`src/rtl/core/ctgr_pkg.sv`:
```
// Package for the centred text glyph renderer: command codes, microcode
// control word, datapath control and status types, and the 5x7 font table.
// No dependencies; imported by every module of the block.
package ctgr_pkg;

  // Default geometry of the frame store
  localparam int DEF_COLUMNS = 128;
  localparam int DEF_PAGES   = 8;

  // Longest line taken into account for centring
  localparam int MAX_LINE_CHARS = 64;

  // Font geometry
  localparam int GLYPH_FIRST = 32;
  localparam int GLYPH_LAST  = 126;
  localparam int GLYPH_COUNT = GLYPH_LAST - GLYPH_FIRST + 1;
  localparam int GLYPH_WIDTH = 5;
  localparam int CELL_WIDTH  = 6;
  localparam int GLYPH_BITS  = 8 * GLYPH_WIDTH;
  localparam int GLYPH_IDX_W = 7;

  // Field widths of one command
  localparam int CMD_W   = 2;
  localparam int PAGE_W  = 3;
  localparam int LEN_W   = 6;
  localparam int POS_W   = 6;
  localparam int CODE_W  = 8;
  localparam int RADDR_W = 10;
  localparam int DATA_W  = 8;

  // Signed column width: covers the start column over the whole geometry range
  localparam int START_W = 11;
  localparam int T3_W    = 8;   // 3 * line length
  localparam int P6_W    = 9;   // 6 * position
  localparam int CELL_CNT_W = 3;

  typedef logic [GLYPH_BITS-1:0] glyph_t;

  typedef enum logic [CMD_W-1:0] {
    CMD_CLEAR = 2'd0,
    CMD_DRAW  = 2'd1,
    CMD_READ  = 2'd2,
    CMD_NONE  = 2'd3
  } cmd_e;

  // Datapath operation selected by the current microcode step
  typedef enum logic [2:0] {
    DP_IDLE,
    DP_CLEAR,
    DP_SETUP_A,
    DP_SETUP_B,
    DP_SETUP_C,
    DP_COLUMN,
    DP_READ,
    DP_RESULT
  } dp_op_e;

  // Sequencing of the step counter
  typedef enum logic [2:0] {
    J_NEXT,
    J_DISPATCH,
    J_UNTIL_LAST,
    J_IF_BAD_PAGE,
    J_ALWAYS
  } jump_e;

  localparam int UPC_W = 3;
  typedef logic [UPC_W-1:0] upc_t;

  // Microprogram addresses
  localparam upc_t U_IDLE    = 3'd0;
  localparam upc_t U_CLEAR   = 3'd1;
  localparam upc_t U_SETUP_A = 3'd2;
  localparam upc_t U_SETUP_B = 3'd3;
  localparam upc_t U_SETUP_C = 3'd4;
  localparam upc_t U_COLUMN  = 3'd5;
  localparam upc_t U_READ    = 3'd6;
  localparam upc_t U_RESULT  = 3'd7;

  typedef struct packed {
    logic   busy;
    dp_op_e op;
    jump_e  jmp;
    upc_t   tgt;
  } cw_t;

  typedef struct packed {
    dp_op_e op;
    logic   load;
  } dp_ctl_t;

  typedef struct packed {
    logic last;
    logic page_bad;
  } dp_stat_t;

  // Control store: one word per step
  function automatic cw_t ucode(upc_t upc);
    cw_t cw;
    unique case (upc)
      U_IDLE:    cw = '{busy: 1'b0, op: DP_IDLE,    jmp: J_DISPATCH,    tgt: U_IDLE};
      U_CLEAR:   cw = '{busy: 1'b1, op: DP_CLEAR,   jmp: J_UNTIL_LAST,  tgt: U_IDLE};
      U_SETUP_A: cw = '{busy: 1'b1, op: DP_SETUP_A, jmp: J_IF_BAD_PAGE, tgt: U_IDLE};
      U_SETUP_B: cw = '{busy: 1'b1, op: DP_SETUP_B, jmp: J_NEXT,        tgt: U_IDLE};
      U_SETUP_C: cw = '{busy: 1'b1, op: DP_SETUP_C, jmp: J_NEXT,        tgt: U_IDLE};
      U_COLUMN:  cw = '{busy: 1'b1, op: DP_COLUMN,  jmp: J_UNTIL_LAST,  tgt: U_IDLE};
      U_READ:    cw = '{busy: 1'b1, op: DP_READ,    jmp: J_NEXT,        tgt: U_IDLE};
      U_RESULT:  cw = '{busy: 1'b1, op: DP_RESULT,  jmp: J_ALWAYS,      tgt: U_IDLE};
      default:   cw = '{busy: 1'b1, op: DP_IDLE,    jmp: J_ALWAYS,      tgt: U_IDLE};
    endcase
    return cw;
  endfunction

  // 5x7 font, codes 32..126; leftmost column in the top byte, bit 0 is the top row
  localparam glyph_t GLYPH_ROM [GLYPH_COUNT] = '{
    40'h0000000000, 40'h00005F0000, 40'h0007000700, 40'h147F147F14, 40'h242A7F2A12,
    40'h2313086462, 40'h3649552250, 40'h0005030000, 40'h001C224100, 40'h0041221C00,
    40'h14083E0814, 40'h08083E0808, 40'h0050300000, 40'h0808080808, 40'h0060600000,
    40'h2010080402, 40'h3E5149453E, 40'h00427F4000, 40'h4261514946, 40'h2141454B31,
    40'h1814127F10, 40'h2745454539, 40'h3C4A494930, 40'h0171090503, 40'h3649494936,
    40'h064949291E, 40'h0036360000, 40'h0056360000, 40'h0814224100, 40'h1414141414,
    40'h0041221408, 40'h0201510906, 40'h324979413E, 40'h7E1111117E, 40'h7F49494936,
    40'h3E41414122, 40'h7F4141221C, 40'h7F49494941, 40'h7F09090901, 40'h3E4149497A,
    40'h7F0808087F, 40'h00417F4100, 40'h2040413F01, 40'h7F08142241, 40'h7F40404040,
    40'h7F0204027F, 40'h7F0408107F, 40'h3E4141413E, 40'h7F09090906, 40'h3E4151215E,
    40'h7F09192946, 40'h4649494931, 40'h01017F0101, 40'h3F4040403F, 40'h1F2040201F,
    40'h3F4038403F, 40'h6314081463, 40'h0708700807, 40'h6151494543, 40'h007F414100,
    40'h0204081020, 40'h0041417F00, 40'h0402010204, 40'h4040404040, 40'h0001020400,
    40'h2054545478, 40'h7F48444438, 40'h3844444420, 40'h384444487F, 40'h3854545418,
    40'h087E090102, 40'h0C5252523E, 40'h7F08040478, 40'h00447D4000, 40'h2040443D00,
    40'h7F10284400, 40'h00417F4000, 40'h7C04180478, 40'h7C08040478, 40'h3844444438,
    40'h7C14141408, 40'h081414187C, 40'h7C08040408, 40'h4854545420, 40'h043F444020,
    40'h3C4040207C, 40'h1C2040201C, 40'h3C4030403C, 40'h4428102844, 40'h0C5050503C,
    40'h4464544C44, 40'h0008364100, 40'h00007F0000, 40'h0041360800, 40'h1008081008
  };

endpackage

```
`src/rtl/core/ctgr_useq.sv`:
```
// Microcode sequencer: step counter, control store lookup and jump logic.
// Depends on ctgr_pkg for the control word, jump codes and step addresses.
module ctgr_useq
  import ctgr_pkg::*;
(
  input  logic             clk_i,
  input  logic             rst_ni,
  input  logic             start,
  input  logic [CMD_W-1:0] command_i,
  input  dp_stat_t         stat_i,
  output dp_ctl_t          ctl_o,
  output logic             busy
);

  upc_t upc_q, upc_d;
  cw_t  cw;

  assign cw = ucode(upc_q);

  // Drive the datapath from the current control word
  always_comb begin
    ctl_o.op   = cw.op;
    ctl_o.load = (cw.jmp == J_DISPATCH) && start;
  end

  assign busy = cw.busy;

  // Select the next step
  always_comb begin
    upc_d = upc_q;
    unique case (cw.jmp)
      J_NEXT:        upc_d = upc_q + upc_t'(1);
      J_DISPATCH: begin
        if (start) begin
          case (cmd_e'(command_i))
            CMD_CLEAR: upc_d = U_CLEAR;
            CMD_DRAW:  upc_d = U_SETUP_A;
            CMD_READ:  upc_d = U_READ;
            default:   upc_d = U_IDLE;
          endcase
        end
      end
      J_UNTIL_LAST:  upc_d = stat_i.last ? cw.tgt : upc_q;
      J_IF_BAD_PAGE: upc_d = stat_i.page_bad ? cw.tgt : upc_q + upc_t'(1);
      J_ALWAYS:      upc_d = cw.tgt;
      default:       upc_d = U_IDLE;
    endcase
  end

  // Step counter; reset enters the clearing sweep
  always_ff @(posedge clk_i or negedge rst_ni) begin
    if (!rst_ni) begin
      upc_q <= U_CLEAR;
    end else begin
      upc_q <= upc_d;
    end
  end

endmodule

```
`config.mk`:
```
export PLATFORM = sky130hd
export DESIGN_NAME = ctgr_useq
export DESIGN_NICKNAME = d
export VERILOG_FILES = /design/src/rtl/core/ctgr_pkg.sv /design/src/rtl/core/ctgr_useq.sv
export SDC_FILE = /design/constraint.sdc
export NUM_CORES = 1
export LEC_CHECK = 0
export ABC_AREA = 1
export BUFFER_PORTS_ARGS = -buffer_cell sky130_fd_sc_hd__buf_2
export CAP_MARGIN = 20
export CORE_AREA = 3 3 40 42
export CTS_CLUSTER_SIZE = 20
export DETAILED_ROUTE_END_ITERATION = 8
export DIE_AREA = 0 0 43 45
export PLACE_DENSITY_LB_ADDON = 0.08
export SLEW_MARGIN = 0
export SYNTH_ARGS = -nofsm -noshare
export SYNTH_HDL_FRONTEND = slang
export SYNTH_SLANG_ARGS = --single-unit
```
`constraint.sdc`:
```
create_clock -name clk_i -period 2.15 [get_ports clk_i]
set_clock_uncertainty 0.15 [all_clocks]
set_input_delay 0.3225 -clock clk_i [delete_from_list [all_inputs] [get_ports clk_i]]
set_output_delay 0.3225 -clock clk_i [all_outputs]
set_load 0.05 [all_outputs]
```
==> results of run 1 <==
==> worst min path at each step <==
stage	startpoint	endpoint	cells past startpoint
3_3_place_gp	rst_ni	upc_q[2]$_DFFE_PN0P_	1
5_1_grt	start	upc_q[0]$_DFFE_PN1P_	4
2_1_floorplan	rst_ni	upc_q[1]$_DFFE_PN0P_	0
6_report	start	upc_q[0]$_DFFE_PN1P_	4
3_5_place_dp	rst_ni	upc_q[1]$_DFFE_PN0P_	1
4_1_cts	start	upc_q[0]$_DFFE_PN1P_	4
==> metrics by stage <==
step | cell area (sq um) | instances
after floorplan | 408 | 56
after global placement | 512 | 86
after detailed placement | 512 | 86
after CTS | 577 | 94
after global routing | 603 | 95
final | 603 | 95
==> per-layer routing <==
layer  track usage  wire length (microns)
met2         0.207                    460
met4        0.0361                      0
met3        0.0478                     38
met5             0                      0
met1         0.135                    420
==> area by class of cell <==
type | instances | share of cell area
Multi-Input combinational cell | 43 | 0.506
Timing Repair Buffer | 20 | 0.224
Sequential cell | 3 | 0.133
Inverter | 10 | 0.0622
Clock buffer | 4 | 0.0436
Tap cell | 15 | 0.0311
==> cells in the mapped netlist (all sizes together) <==
| master | n |
|---|---|
| nor2 | 8 |
| nand4 | 4 |
| nand3 | 8 |
| nand2 | 15 |
| dfstp | 1 |
| ha | 6 |
| dfrtp | 2 |
| o21bai | 1 |
| inv | 10 |
| nor3 | 1 |
==> timing repair <==
action | CTS | global route
setup buffers | 3 | 1
hold endpoints to repair | 3 | 0
resized for setup | 3 | 3
hold buffers | 1 | 0
endpoints found under the setup margin | 1 | 1
pin swaps | 0 | 1
==> where the power goes <==
| group | internal (W) | switching [W] | total [W] |
|---|---|---|---|
| clock network | 0.0000694 | 0.0000274 | 0.0000968 |
| logic | 0.000298 | 0.000484 | 0.000782 |
| registers | 0.0000939 | 0.0000225 | 0.000116 |
==> worst register-to-register path, delay by kind of cell, from the launching register on <==
kind          cells  cell delay [ps]
simple gates      5              390
flops             1              470
fa+ha+maj         2              400
buf+inv           2              260
==> cell families (layout without fill, tap and decap cells) <==
group / Yosys count / count (layout) / synth area share
AND/OR/NAND/NOR: 36 / 36 / 0.484
buffers and inverters: 10 / 34 / 0.0968
adder cells (fa/ha/maj): 6 / 6 / 0.194
flip-flops: 3 / 3 / 0.197
AO/OA/AOI/OAI: 1 / 1 / 0.0290
==> metrics.csv, run 1 <==
stage;metric;value;unit
run;max_cap_viol_count;0;
worst_setup_path;cp.required;1680;ps
final_layout;reg_top3;upc_q (3);
synthesis;synth_area;388;sq um
clocking;insertion_delay;230;ps
final_layout;multi_input_area;305;sq um
final_layout;insertedDiodeCount;0;
final_layout;largest_reg_flops;3;
worst_setup_path;cpMaxStageDelayCell;dfstp_4;
clocking;cts_buffers;3;
worst_setup_path;critical_path_class;reg -> out;
global_route;grt_pass1_vias;425;
worst_setup_path;worstPathArrival;1580;ps
worst_setup_path;crit_path_start;upc_q[0]$_DFFE_PN1P_;
synthesis;synth_top_area_frac;0.194;
final_layout;area_growth;55.5;%
sta;max_slew_margin;0.833;
final_layout;register_area;80.1;sq um
worst_setup_path;cp-endpoint;ctl_o[0];
power;leakage;0.324;nW
floorplan;core-area;1280;sq um
place;portBuffers;11;
global_route;grt_pass1_wl;1700;microns
worst_setup_path;worst-path-stages;6;
worst_setup_path;cp_max_fo;4;
sta;max_freq;488;MHz
final_layout;regMostFlops;upc_q;
global_route;grt_remaining_overflow;0;
worst_setup_path;cp_top_family;flip-flops;
worst_setup_path;worst-r2r-cell-count;9;
power;cellPowerDensity;1650;nW/um^2
global_route;track_usage;0.119;
floorplan;rows;13;
worst_setup_path;timing.rr.end;upc_q[1]$_DFFE_PN0P_;
clocking;htree_levels;1;
synthesis;ys_ff_latch;3;
sta;rsz0062_at_grt;false;
clocking;clockBufferDepth;2;
floorplan;die_w;43;microns
worst_setup_path;slowest_delay;470;ps
sta;tns;0;ps
worst_setup_path;r2r-start;upc_q[0]$_DFFE_PN1P_;
route;drt_first_iter_violations;10;
worst_setup_path;endpoint_kind;output pin;
floorplan;die-area;1940;sq um
synthesis;netlist_top_cells_area;ha_1 (19%), dfrtp_1 (13%), nand2_1 (12%), nand3_1 (10%), dfstp_2 (6.8%);
final_layout;fin_nets;94;
sta;whs;259;ps
hold_path;hp-class;in -> reg;
final_layout;final_cell_mix;nand2_1 (12), buf_2 (10), nand3_1 (8), buf_4 (8), inv_1 (6);
synthesis;yosys_warnings;0;
outcome;status;complete, no violations;
worst_setup_path;regToRegSetupSlack;360;ps
synthesis;synth_top_area_cell;ha_1;
route;dr.pass1.iters;4;
worst_setup_path;crit_chain;ha_1 -> ha_2 -> inv_2 -> nand4_4 -> nor2_4 -> buf_8;
route;final_antenna_net_count;0;
floorplan;die_y;45;microns
final_layout;n_fill_cell;140;
sta;fin_crit_sh;0.954;
clocking;clkSinkCount;3;
synthesis;avgSynthCellArea;6.93;sq um
worst_setup_path;cp_num_buf_inv;2;
sta;setup_viol;0;
route;routed_via_density;4.45;
synthesis;yosysSeqAreaShare;0.197;
global_route;grt_max_degree;8;
power;vdd_drop_max;0.000482;V
final_layout;layout_commonest_cell;nand2_1;
route;wl_per_cell;9.67;microns
route;vias;423;
place;pre_cts_ws;88.3;ps
clocking;path_clk_slew;40;ps
floorplan;start_util;0.302;
sta;worstMarginPinSlew;252;ps
sta;hold_viol_final;0;
sta;period_needed;2050;ps
floorplan;io_pins;12;
synthesis;synth_cell_types;15;
final_layout;fin_util;0.469;
sta;layout_setup_ws;99.3;ps
place;dp.final_hpwl;735;microns
route;drt_wl_total;919;microns
clocking;cts_tree;done;
final_layout;drive_gt1_frac;0.475;
worst_setup_path;worstSetupStartpointType;register;
synthesis;netlist_instances;56;
sta;drv_slew;0;
synthesis;syn_nets;69;
clocking;cts_root_buf;clkbuf_4;
global_route;grt_antenna_before_repair;0;
route;drc;0;
place;place.gp.congestion;0.714;
power;p_total;0.000995;W
No activity file was read; power rests on OpenSTA's default activity.
==> run 2: changes to the inputs <==
--- a/config.mk
+++ b/config.mk
@@ -13,6 +13,7 @@
 export DETAILED_ROUTE_END_ITERATION = 8
 export DIE_AREA = 0 0 43 45
 export PLACE_DENSITY_LB_ADDON = 0.08
+export RECOVER_POWER = 25
 export SLEW_MARGIN = 0
 export SYNTH_ARGS = -nofsm -noshare
 export SYNTH_HDL_FRONTEND = slang
==> metrics.csv, run 2 (synthesis results as in run 1) <==
stage;metric;value;unit;change
clocking;htree_levels;1;;unchanged
sta;period_needed;2050;ps;about the same
final_layout;fin_cells;95;;unchanged
hold_path;hp-class;in -> reg;;unchanged
global_route;grt_remaining_overflow;0;;unchanged
clocking;cts_buffers;3;;unchanged
sta;max_slew_margin;0.833;;unchanged
sta;tns;0;ps;unchanged
final_layout;regMostFlops;upc_q;;unchanged
sta;layout_setup_ws;99.4;ps;was 99.3 ps
route;routed_via_density;4.45;;unchanged
clocking;clockBufferDepth;2;;unchanged
floorplan;die-area;1940;sq um;unchanged
outcome;status;complete, no violations;;unchanged
global_route;track_usage;0.119;;unchanged
floorplan;rows;13;;unchanged
power;vdd_drop_max;0.000448;V;was 0.000482 V
final_layout;layout_commonest_cell;nand2_1;;unchanged
clocking;clkSinkCount;3;;unchanged
global_route;grt_antenna_before_repair;0;;unchanged
route;drt_wl_total;918;microns;was 919 microns
final_layout;fin_nets;94;;unchanged
floorplan;die_y;45;microns;unchanged
route;wl_per_cell;9.66;microns;was 9.67 microns
route;final_antenna_net_count;0;;unchanged
place;pre_cts_ws;88.3;ps;unchanged
power;leakage;0.321;nW;was 0.324 nW
route;vias;423;;unchanged
run;max_cap_viol_count;0;;unchanged
worst_setup_path;cp_max_fo;4;;unchanged
floorplan;die_w;43;microns;unchanged
worst_setup_path;endpoint_kind;output pin;;unchanged
final_layout;final_cell_mix;nand2_1 (12), buf_2 (9), nand3_1 (8), buf_4 (8), inv_1 (6);;was nand2_1 (12), buf_2 (10), nand3_1 (8), buf_4 (8), inv_1 (6)
place;dp.final_hpwl;735;microns;unchanged
sta;drv_slew;0;;unchanged
route;drc;0;;unchanged
worst_setup_path;critical_path_class;reg -> out;;unchanged
route;dr.pass1.iters;4;;unchanged
power;cellPowerDensity;1650;nW/um^2;about the same
floorplan;core-area;1280;sq um;unchanged
global_route;grt_pass1_wl;1700;microns;unchanged
final_layout;reg_top3;upc_q (3);;unchanged
final_layout;fin_util;0.468;;was 0.469
sta;setup_viol;0;;unchanged
final_layout;finalInstanceArea;602;sq um;was 603 sq um
place;place_area;512;sq um;unchanged
place;place_inst;86;;unchanged
sta;max_freq;488;MHz;about the same
place;portBuffers;11;;unchanged
floorplan;start_util;0.302;;unchanged
clocking;path_clk_slew;40;ps;about the same
worst_setup_path;cp.required;1680;ps;about the same
sta;hold_viol_final;0;;unchanged
clocking;cts_root_buf;clkbuf_4;;unchanged
sta;rsz0062_at_grt;false;;unchanged
global_route;grt_max_degree;8;;unchanged
route;drt_first_iter_violations;10;;unchanged
clocking;cts_tree;done;;unchanged
worst_setup_path;worstPathArrival;1580;ps;about the same
worst_setup_path;worstSetupStartpointType;register;;unchanged
final_layout;largest_reg_flops;3;;unchanged
floorplan;io_pins;12;;unchanged
sta;fin_crit_sh;0.954;;about the same
sta;worstMarginPinSlew;252;ps;unchanged
final_layout;drive_gt1_frac;0.463;;was 0.475
clocking;insertion_delay;230;ps;about the same
final_layout;area_growth;55.2;%;was 55.5%
global_route;grt_pass1_vias;425;;unchanged
place;place.gp.congestion;0.714;;unchanged
final_layout;n_fill_cell;138;;was 140
final_layout;insertedDiodeCount;0;;unchanged
run 2: changes by cell type in the layout (fill, tap and decap cells not counted):
cell,before,now
buf_2,10,9
clkbuf_1,1,2
run 2: power breakdown:
part,leakage [nW],internal [W],switching (W),total [W]
sequential,0.0369,0.0000939,0.0000225,0.000116
combinational,0.269,0.000298,0.000484,0.000782
clock,0.0150,0.0000694,0.0000274,0.0000968
total,0.321,0.000462,0.000533,0.000995
run 2: through the flow:
step | power, W | hold slack, ps
after detailed placement | 0.000805 | -27.8
final | 0.000995 | 259
after floorplan | 0.000642 | -123
after global routing | 0.00110 | 265
after CTS | 0.000975 | 258
after global placement | 0.000816 | -29.3
run 2: final timing paths:
path | startpoint | end | slack [ps] | cells after the start
max | upc_q[0]$_DFFE_PN1P_ | ctl_o[0] | 100 | 6
min | start | upc_q[0]$_DFFE_PN1P_ | 260 | 4
max reg2reg | upc_q[0]$_DFFE_PN1P_ | upc_q[1]$_DFFE_PN0P_ | 360 | 9
min reg2reg | upc_q[1]$_DFFE_PN0P_ | upc_q[1]$_DFFE_PN0P_ | 380 | 2
max in group asynchronous | rst_ni | upc_q[0]$_DFFE_PN1P_ | 1340 | 2
min in group asynchronous | rst_ni | upc_q[1]$_DFFE_PN0P_ | 290 | 2
run 2: worst max-delay path, cell delays in order (launching register included):
cell     delay, ps
dfstp_4        470
ha_1           220
ha_2           180
inv_2          100
nand4_4        120
nor2_4         110
buf_8          150
run 2: layout make-up:
class | count | area (sq um) | area share
tap | 15 | 18.8 | 0.0312
inverter | 10 | 37.5 | 0.0624
timing repair buffer | 20 | 134 | 0.222
clock buffer | 4 | 26.3 | 0.0437
sequential | 3 | 80.1 | 0.133
multi-input combinational | 43 | 305 | 0.507
run 2: what timing repair did:
| action | 4_1_cts | 5_1_grt |
|---|---|---|
| endpoints found under the setup margin | 1 | 1 |
| buffers inserted | 3 | 1 |
| resized for setup | 3 | 3 |
| hold buffers | 1 | 0 |
| endpoints found under the hold margin | 3 | 0 |
| pin swaps | 0 | 1 |
run 2: metal layers:
layer  global-route usage  routed length, microns  vias up
met2                0.207                     460        9
li1                     -                       -      231
met4               0.0361                       0        0
met3               0.0478                      38        0
met5                    0                       0        -
met1                0.135                     419      183
==> run 3: changes to the inputs <==
==> constraint.sdc (replaced) <==
create_clock -name clk_i -period 1.9 [get_ports clk_i]
set_clock_uncertainty 0.15 [all_clocks]
set_input_delay 0.285 -clock clk_i [delete_from_list [all_inputs] [get_ports clk_i]]
set_output_delay 0.285 -clock clk_i [all_outputs]
set_load 0.05 [all_outputs]
==> metrics.csv, run 3 (synthesis results as in run 1) <==
stage;metric;value;unit;change
route;drc;0;;unchanged
outcome;violations;negative setup slack;;
floorplan;die_y;45;microns;unchanged
place;portBuffers;11;;unchanged
sta;whs;245;ps;was 259 ps
route;dr.pass1.iters;4;;unchanged
power;power.share.clock;0.092;;was 0.097
place;place_inst;87;;was 86
floorplan;start_util;0.302;;unchanged
route;vias;445;;was 423
clocking;clkSinkCount;3;;unchanged
clocking;cts_buffers;3;;unchanged
power;leakage;0.320;nW;was 0.321 nW
worst_setup_path;worstSetupStartpointType;register;;unchanged
global_route;grt_antenna_before_repair;0;;unchanged
final_layout;fin_cells;95;;unchanged
clocking;htree_levels;1;;unchanged
clocking;clockBufferDepth;2;;unchanged
final_layout;reg_top3;upc_q (3);;unchanged
clocking;cts_root_buf;clkbuf_4;;unchanged
sta;tns;-69.2;ps;was 0 ps
final_layout;drive_gt1_frac;0.488;;was 0.463
power;vdd_drop_max;0.000818;V;was 0.000448 V
route;drt_wl_total;995;microns;was 918 microns
clocking;path_clk_slew;40;ps;about the same
place;place.gp.congestion;0.828;;was 0.714
final_layout;largest_reg_flops;3;;unchanged
sta;layout_setup_ws;-69.2;ps;was 99.4 ps
final_layout;regMostFlops;upc_q;;unchanged
global_route;grt_remaining_overflow;0;;unchanged
sta;rsz0062_at_grt;true;;was false
power;sw_frac_of_total;0.538;;was 0.536
hold_path;hp-class;in -> reg;;unchanged
place;place_area;546;sq um;was 512 sq um
final_layout;area_growth;65.5;%;was 55.2%
sta;max_freq;508;MHz;
final_layout;finalInstanceArea;642;sq um;was 602 sq um
sta;setup_viol;1;;was 0
final_layout;fin_nets;94;;unchanged
floorplan;die-area;1940;sq um;unchanged
worst_setup_path;cp_max_fo;4;;unchanged
global_route;track_usage;0.126;;was 0.119
sta;hold_viol_final;0;;unchanged
floorplan;rows;13;;unchanged
power;internal-power;0.000565;W;was 0.000462 W
worst_setup_path;endpoint_kind;output pin;;unchanged
route;wl_per_cell;10.5;microns;was 9.66 microns
sta;fin_crit_sh;1.04;;
global_route;grt_pass1_wl;1790;microns;was 1700 microns
floorplan;die_w;43;microns;unchanged
final_layout;layout_commonest_cell;nand2_1;;unchanged
floorplan;core-area;1280;sq um;unchanged
power;p_switching;0.000657;W;was 0.000533 W
route;drt_first_iter_violations;5;;was 10
place;dp.final_hpwl;795;microns;was 735 microns
global_route;grt_pass1_vias;429;;was 425
power;comb_power_share;0.782;;was 0.786
sta;worstMarginPinSlew;256;ps;was 252 ps
final_layout;final_cell_mix;nand2_1 (12), buf_2 (9), nand3_1 (8), buf_4 (8), inv_1 (6);;unchanged
run;max_cap_viol_count;0;;unchanged
worst_setup_path;cp.required;1460;ps;was 1680 ps
power;pwr-share-seq;0.127;;was 0.117
global_route;grt_max_degree;6;;was 8
clocking;cts_tree;done;;unchanged
floorplan;io_pins;12;;unchanged
route;routed_via_density;4.68;;was 4.45
sta;period_needed;1970;ps;
final_layout;fin_util;0.500;;was 0.468
sta;max_slew_margin;0.831;;was 0.833
route;final_antenna_net_count;0;;unchanged
clocking;insertion_delay;230;ps;about the same
outcome;status;finished with violations;;was complete, no violations
worst_setup_path;critical_path_class;reg -> out;;unchanged
worst_setup_path;worstPathArrival;1530;ps;was 1580 ps
final_layout;insertedDiodeCount;0;;unchanged
power;cellPowerDensity;1900;nW/um^2;was 1650 nW/um^2
sta;drv_slew;0;;unchanged
==> run 3: cell types whose count changed in the layout (fill, tap and decap cells not counted) <==
cell and delta:
dfrtp_2 +1, buf_6 +1, dfrtp_1 -1, inv_6 +1, o21bai_4 +1, ha_4 +2, ha_2 -1, ha_1 -1
nor2_2 -1, o21bai_2 -1, nor2_4 +1, inv_2 -2, inv_4 +1, buf_8 -1
==> run 3: timing repair <==
action,CTS,global route
hold buffers,1,0
setup endpoints to repair,1,4
hold endpoints to repair,3,0
pin swaps,1,1
buffers inserted,3,0
resized for setup,4,2
==> run 3: layer usage <==
layer,up-vias,share of wire,track usage
met3,2,0.079,0.0598
met4,0,0.023,0.0723
met5,-,0,0
met2,19,0.47,0.192
met1,194,0.43,0.145
li1,230,-,-
==> run 3: power groups by stage <==
stage	sequential, W	clock, W	combinational [W]
2_1_floorplan	0.000243	0	0.000544
3_3_place_gp	0.000143	0	0.000850
3_5_place_dp	0.000144	0	0.000837
4_1_cts	0.000154	0.000115	0.000929
5_1_grt	0.000158	0.000123	0.00106
6_report	0.000155	0.000112	0.000955
==> run 3: through the flow <==
step / setup slack, ps / total power, W
floorplan: -22.0 / 0.000788
global placement: 61.9 / 0.000993
detailed placement: 51.7 / 0.000981
CTS: -73.3 / 0.00120
global route: -136 / 0.00134
finish: -69.2 / 0.00122
==> run 3: path summary, 6_finish.rpt <==
kind / startpoint / endpoint / slack (ps) / cells past startpoint
worst max-delay path: upc_q[0]$_DFFE_PN1P_ / ctl_o[0] / -70 / 6
worst min-delay path: start / upc_q[0]$_DFFE_PN1P_ / 240 / 4
worst max register to register: upc_q[0]$_DFFE_PN1P_ / upc_q[1]$_DFFE_PN0P_ / 40 / 10
worst min register to register: upc_q[1]$_DFFE_PN0P_ / upc_q[1]$_DFFE_PN0P_ / 390 / 2
max in group asynchronous: rst_ni / upc_q[0]$_DFFE_PN1P_ / 1120 / 2
min in group asynchronous: rst_ni / upc_q[2]$_DFFE_PN0P_ / 250 / 2
==> run 3: cell type report <==
type	instances	area, sq um
fillers	131	643
multi-input cells	43	340
repair buffers	20	130
flip-flops and latches	3	81.3
inverters	10	45.0
clock buffers	4	26.3
well taps	15	18.8
==> run 3: worst max-delay path, stage by stage, from the launching register on <==
cell	delay, ps
dfstp_4	660
inv_6	40
ha_4	220
inv_4	60
nand4_4	80
nor2_4	90
buf_6	160
